==> src/rtl/ada_pkg.sv <==
// shared types, constants and arithmetic helpers of the attractor density unit
package ada_pkg;

    localparam int IMG_WIDTH  = 256;
    localparam int IMG_HEIGHT = 256;
    localparam int DEPTH      = IMG_WIDTH * IMG_HEIGHT;
    localparam int ADDR_W     = $clog2(DEPTH);
    localparam int ROW_W      = (IMG_HEIGHT > 2) ? $clog2(IMG_HEIGHT) : 1;
    localparam int COL_W      = (IMG_WIDTH > 2) ? $clog2(IMG_WIDTH) : 1;
    localparam int CFG_IDX_W  = 3;
    localparam int CFG_DATA_W = 16;

    localparam logic signed [63:0] INV_TWO_PI = 64'sd683565276;
    localparam logic [16:0] K_A = 17'd102944;
    localparam logic [15:0] K_B = 16'd42047;
    localparam logic [12:0] K_C = 13'd4640;
    localparam logic [7:0]  SAT_COUNT = 8'd200;

    localparam logic [15:0] RST_COEF_A = 16'd13443;
    localparam logic [15:0] RST_COEF_B = 16'd15581;
    localparam logic [15:0] RST_COEF_C = 16'd2589;
    localparam logic [15:0] RST_COEF_D = 16'd12493;

    typedef enum logic [1:0] {
        CMD_RESTART = 2'd0,
        CMD_ITER    = 2'd1,
        CMD_READ    = 2'd2,
        CMD_NONE    = 2'd3
    } ada_op_t;

    typedef enum logic [2:0] {
        REG_COEF_A  = 3'd0,
        REG_COEF_B  = 3'd1,
        REG_COEF_C  = 3'd2,
        REG_COEF_D  = 3'd3,
        REG_START_X = 3'd4,
        REG_START_Y = 3'd5
    } ada_reg_t;

    typedef enum logic [2:0] {
        ST_CLEAR,
        ST_IDLE,
        ST_ISSUE,
        ST_WAIT,
        ST_MAP,
        ST_RD,
        ST_USE,
        ST_FIN
    } ada_state_t;

    typedef struct packed {
        logic       capture;
        logic       load_start;
        logic       clr_init;
        logic       clr_step;
        logic       issue;
        logic [1:0] eval_sel;
        logic       map_pt;
        logic       mem_upd;
        logic       upd_iter;
        logic       out_load;
        logic       out_zero;
    } ada_cmd_t;

    typedef struct packed {
        logic clr_last;
        logic eval_done;
        logic out_busy;
    } ada_status_t;

    // floor((v/4 + 0.5) * size) with clamp to size-1
    function automatic logic [11:0] to_pixel(input logic signed [15:0] v,
                                             input logic [12:0] size);
        logic signed [16:0] s;
        logic [15:0]        sc;
        logic [31:0]        prod;
        logic [31:0]        idx;
        s = 17'(v) + 17'sd16384;
        if (s < 0) begin
            sc = 16'd0;
        end else if (s > 17'sd32768) begin
            sc = 16'd32768;
        end else begin
            sc = s[15:0];
        end
        prod = 32'(sc) * 32'(size);
        idx  = prod >> 15;
        if (idx > 32'(size) - 32'd1) begin
            idx = 32'(size) - 32'd1;
        end
        return idx[11:0];
    endfunction

endpackage

==> src/rtl/ada_ctrl.sv <==
// controller state machine sequencing clear, evaluation, update and read
module ada_ctrl (
    input  logic                aclk,
    input  logic                aresetn,
    input  logic                in_valid,
    input  logic [1:0]          in_cmd,
    output logic                in_ready,
    output ada_pkg::ada_cmd_t   cmd,
    input  ada_pkg::ada_status_t status
);

    ada_pkg::ada_state_t state_reg, state_next;
    logic [1:0]          cnt_reg, cnt_next;
    logic                zero_pend_reg, zero_pend_next;
    logic                iter_reg, iter_next;

    always_ff @(posedge aclk) begin
        if (!aresetn) begin
            state_reg     <= ada_pkg::ST_CLEAR;
            cnt_reg       <= 2'd0;
            zero_pend_reg <= 1'b0;
            iter_reg      <= 1'b0;
        end else begin
            state_reg     <= state_next;
            cnt_reg       <= cnt_next;
            zero_pend_reg <= zero_pend_next;
            iter_reg      <= iter_next;
        end
    end

    always_comb begin
        state_next     = state_reg;
        cnt_next       = cnt_reg;
        zero_pend_next = zero_pend_reg;
        iter_next      = iter_reg;
        in_ready       = 1'b0;
        cmd            = '0;
        case (state_reg)
            ada_pkg::ST_CLEAR: begin
                cmd.clr_step = 1'b1;
                if (status.clr_last) begin
                    state_next = zero_pend_reg ? ada_pkg::ST_FIN : ada_pkg::ST_IDLE;
                end
            end
            ada_pkg::ST_IDLE: begin
                in_ready    = 1'b1;
                cmd.capture = in_valid;
                if (in_valid) begin
                    cnt_next  = 2'd0;
                    iter_next = 1'b0;
                    case (in_cmd)
                        ada_pkg::CMD_RESTART: begin
                            cmd.load_start = 1'b1;
                            cmd.clr_init   = 1'b1;
                            zero_pend_next = 1'b1;
                            state_next     = ada_pkg::ST_CLEAR;
                        end
                        ada_pkg::CMD_ITER: begin
                            iter_next  = 1'b1;
                            state_next = ada_pkg::ST_ISSUE;
                        end
                        ada_pkg::CMD_READ: begin
                            zero_pend_next = 1'b0;
                            state_next     = ada_pkg::ST_RD;
                        end
                        default: begin
                            zero_pend_next = 1'b1;
                            state_next     = ada_pkg::ST_FIN;
                        end
                    endcase
                end
            end
            ada_pkg::ST_ISSUE: begin
                cmd.issue    = 1'b1;
                cmd.eval_sel = cnt_reg;
                cnt_next     = cnt_reg + 2'd1;
                if (cnt_reg == 2'd3) begin
                    state_next = ada_pkg::ST_WAIT;
                end
            end
            ada_pkg::ST_WAIT: begin
                if (status.eval_done) begin
                    state_next = ada_pkg::ST_MAP;
                end
            end
            ada_pkg::ST_MAP: begin
                cmd.map_pt     = 1'b1;
                zero_pend_next = 1'b0;
                state_next     = ada_pkg::ST_RD;
            end
            ada_pkg::ST_RD: begin
                state_next = ada_pkg::ST_USE;
            end
            ada_pkg::ST_USE: begin
                cmd.mem_upd  = 1'b1;
                cmd.upd_iter = iter_reg;
                state_next   = ada_pkg::ST_FIN;
            end
            ada_pkg::ST_FIN: begin
                if (!status.out_busy) begin
                    cmd.out_load   = 1'b1;
                    cmd.out_zero   = zero_pend_reg;
                    zero_pend_next = 1'b0;
                    state_next     = ada_pkg::ST_IDLE;
                end
            end
            default: begin
                state_next = ada_pkg::ST_IDLE;
            end
        endcase
    end

endmodule

==> config.mk <==
export PLATFORM = sky130hd
export DESIGN_NAME = ada_ctrl
export DESIGN_NICKNAME = d
export VERILOG_FILES = /design/src/rtl/ada_pkg.sv /design/src/rtl/ada_ctrl.sv
export SDC_FILE = /design/constraint.sdc
export NUM_CORES = 1
export LEC_CHECK = 0
export BUFFER_PORTS_ARGS = -buffer_cell sky130_fd_sc_hd__buf_2
export CORE_AREA = 4 4 41 43
export CTS_CLUSTER_SIZE = 40
export DETAILED_ROUTE_END_ITERATION = 8
export DIE_AREA = 0 0 45 47
export GPL_ROUTABILITY_DRIVEN = 0
export GPL_TIMING_DRIVEN = 0
export PLACE_DENSITY = 0.7
export SETUP_SLACK_MARGIN = 0.1
export SLEW_MARGIN = 20
export SYNTH_ARGS = -nofsm -noshare
export SYNTH_HDL_FRONTEND = slang
export SYNTH_SLANG_ARGS = --single-unit
==> constraint.sdc <==
create_clock -name aclk -period 3.44 [get_ports aclk]
set_input_delay 0.344 -clock aclk [delete_from_list [all_inputs] [get_ports aclk]]
set_output_delay 0.344 -clock aclk [all_outputs]
set_load 0.02 [all_outputs]
==> summary.txt <==
Timing
  • Final setup violation count: 0
  • Tightest Pin Transition: 0.447 ns
  • Max-slew violations: 0
  • Rel. slew slack: 0.701
  • Setup TNS: 0 ns
  • Final min period: approximately 2.1 ns
  • Hold Fails Final Rpt: 0
  • RSZ-0062 raised after global routing: false
  • Setup Skew: roughly 0.0075 ns
  • Part of the cycle the worst path needs: 0.604
  • Fmax: 481 MHz

Synth
  • Top-area cell type share of the netlist area: 0.253
  • Cell taking the most area after synthesis: dfxtp_1
  • Top-count cell post-synth: nor2_1
  • Mapped cell area: 554 um^2
  • Dominant synthesized flop cell: dfxtp_1
  • Asr flop ratio synth: 0
  • Mean Syn Cell Area: roughly 7.8 um^2
  • Synth Warn #: 0
  • Post-synth top cells: 9 x nor2_1, 7 x dfxtp_1, 5 x and2_1, 5 x inv_1
  • FF+latch count, synth: 7
  • Number of synthesized flops with an enable pin: 0
  • Yosys cell types: 36
  • Syn_nets: 80
  • Register area share after synthesis: 0.253
  • Post-Synthesis Cells: approximately 70
  • Area contributors post-synth: dfxtp_1 25%, nor2_1 6.1%, and2_1 5.6%

Worst setup path
  • CP endpoint: cmd[10]
  • Max incr delay on CP: 0.36 ns
  • Slowest-stage cell, CP: nand4bb_1
  • CP max FO: 10
  • R2r setup slk: approximately 1.9 ns
  • Launching point of the worst reg2reg path: cnt_reg[0]
  • Worst Path Required: between 3 and 4 ns
  • Worst path bufs/invs: 3
  • Cell depth of the worst setup path: 5
  • WS Path Type: reg -> out
  • Worst R2R Path Depth: 5
  • Crit path from: state_reg[2]
  • CP cell instances: clkbuf_1 -> nand4bb_1 -> nor3_1 -> buf_4 -> buf_2
  • Cell family with most CP delay: simple AND/OR/NAND/NOR gates
  • R2R Path End: state_reg[1]
  • Crit. End Element: output port
  • CP Data Arrival Time: 1.73 ns
  • Startpoint Class: flop

Die
  • Core ar.: 1300 um^2
  • Ports: 21
  • Initial Util: 0.426
  • Die area: 2120 um^2
  • Rows: 13
  • Chip height: 47 um
  • Width of the die: around 45 um

Hold path
  • Worst Hold Class: in -> reg

Final layout
  • Antenna diodes: 0
  • Final core occ: 0.538
  • Sequential Area: 140 um^2
  • Fillers: 140
  • Max FFs per register: 3
  • Synth-to-layout area growth: 26.2%
  • Area occupied by multi-input gates: 364 um^2
  • Layout cell share with drive strength beyond 1: 0.347
  • Final nets: about 110
  • Fin area: 699 um^2

Clocking
  • CTS tree: built
  • CTS max path bufs: 2
  • Clock Sinks: 7
  • Hold Buf Count CTS: 0
  • Clock slew at reported path FFs: 0.06 ns
  • CTS H-tree depth: 1
  • Clock Latency Late Sink: 0.26 ns
  • Post-CTS Setup Inserts: 0
  • Total CTS buffers: 3
  • Clk root buf: clkbuf_4
  • Post-CTS Resized: 0

Job
  • Max_cap viols: 0

Routing
  • Final WL: around 1400 um
  • Via count: 581
  • Antenna-violating nets left: 0
  • DRT Pass-1 Iters: 4
  • DRT iter0 DRCs: 6
  • Residual DRC: 0
  • Vias per cell: 5.28
  • Wire per inst: 12.5 um

Place
  • Detailed placer's ending HPWL: 1040 um
  • Placed Area: 673 um^2
  • I/O Buffers: 20

Power
  • Pwr Density: 807 nW/um^2
  • Max IR drop VDD: between 300 and 400 uV
  • Pleak: between 0.3 and 0.4 nW

Global route
  • Vias in the first global route: around 540
  • Initial antenna violation count: 0
  • Global-route usage over all layers: 0.147
  • Largest net degree at the start of global routing: 11
  • First-pass GRT wire length: ~2200 um
  • Congestion Overflow GR: 0

Status
  • Status: finished clean
## worst register-to-register path: stages (launching register included)
cell	delay (ns)
dfxtp_1	0.33
ha_1	0.21
nor2b_1	0.14
a2111oi_2	0.36
nor3_2	0.12
mux2_4	0.31
## stage by stage
stage | hold WS [ns] | cells | setup slack, ns | power (W)
2_1_floorplan | 0.446 | 71 | 1.50 | 0.000404
3_3_place_gp | 0.462 | 106 | 1.65 | 0.000478
3_5_place_dp | 0.473 | 106 | 1.67 | 0.000484
4_1_cts | 0.349 | 110 | 1.36 | 0.000567
5_1_grt | 0.376 | 110 | 1.16 | 0.000609
6_report | 0.350 | 110 | 1.36 | 0.000565
## metal layers
| layer | up-vias | global-route usage | wire length, um |
|---|---|---|---|
| met5 | - | 0 | 0 |
| met3 | 2 | 0.0268 | 79 |
| li1 | 299 | - | - |
| met4 | 0 | 0.105 | 24 |
| met2 | 15 | 0.218 | 613 |
| met1 | 265 | 0.192 | 653 |
## cells by family (layout without fill, tap and decap cells)
| logic type | after synthesis | in the layout | synth area share |
|---|---|---|---|
| simple gates | 34 | 34 | 0.348 |
| compound gates | 16 | 16 | 0.226 |
| buf+inv | 10 | 34 | 0.0903 |
| flops | 7 | 7 | 0.253 |
| mux | 2 | 2 | 0.0451 |
| fa+ha+maj | 1 | 1 | 0.0226 |
| xor+xnor | 1 | 1 | 0.0158 |
## how the worst min path moves through the flow
| stage | start | to | depth (start not counted) |
|---|---|---|---|
| 3_3_place_gp | iter_reg | iter_reg | 2 |
| 6_report | aresetn | zero_pend_reg | 3 |
| 4_1_cts | aresetn | zero_pend_reg | 3 |
| 2_1_floorplan | iter_reg | iter_reg | 2 |
| 3_5_place_dp | iter_reg | iter_reg | 2 |
| 5_1_grt | aresetn | zero_pend_reg | 3 |
## power by group
part           leakage [nW]  total [W]  switching [W]  internal (W)
sequential           0.0574   0.000133      0.0000250      0.000108
combinational         0.268   0.000353       0.000208      0.000145
clock                0.0150  0.0000794      0.0000349     0.0000446
total                 0.340   0.000565       0.000267      0.000297
## cells in the final DEF (no fill, tap or decap), types with 2 or more instances in the layout
cell | Yosys | final
a21oi_1 | 4 | 4
and2_1 | 5 | 5
and3_1 | 2 | 2
buf_2 | 1 | 21
clkbuf_1 | 2 | 3
clkbuf_4 | 0 | 3
dfxtp_1 | 7 | 7
inv_1 | 5 | 5
nand2_1 | 4 | 4
nand2b_1 | 2 | 2
nand3_1 | 2 | 2
nor2_1 | 9 | 9
nor3_1 | 2 | 2
nor3b_1 | 2 | 2
o21ai_0 | 2 | 2
## area by class of cell
| class | count | share of cell area |
|---|---|---|
| timing repair buffer | 20 | 0.143 |
| sequential | 7 | 0.200 |
| clock buffer | 4 | 0.0376 |
| multi-input combinational | 54 | 0.521 |
| buffer | 5 | 0.0447 |
| inverter | 5 | 0.0268 |
| tap | 15 | 0.0268 |
Power figures use the tool's default switching activity.
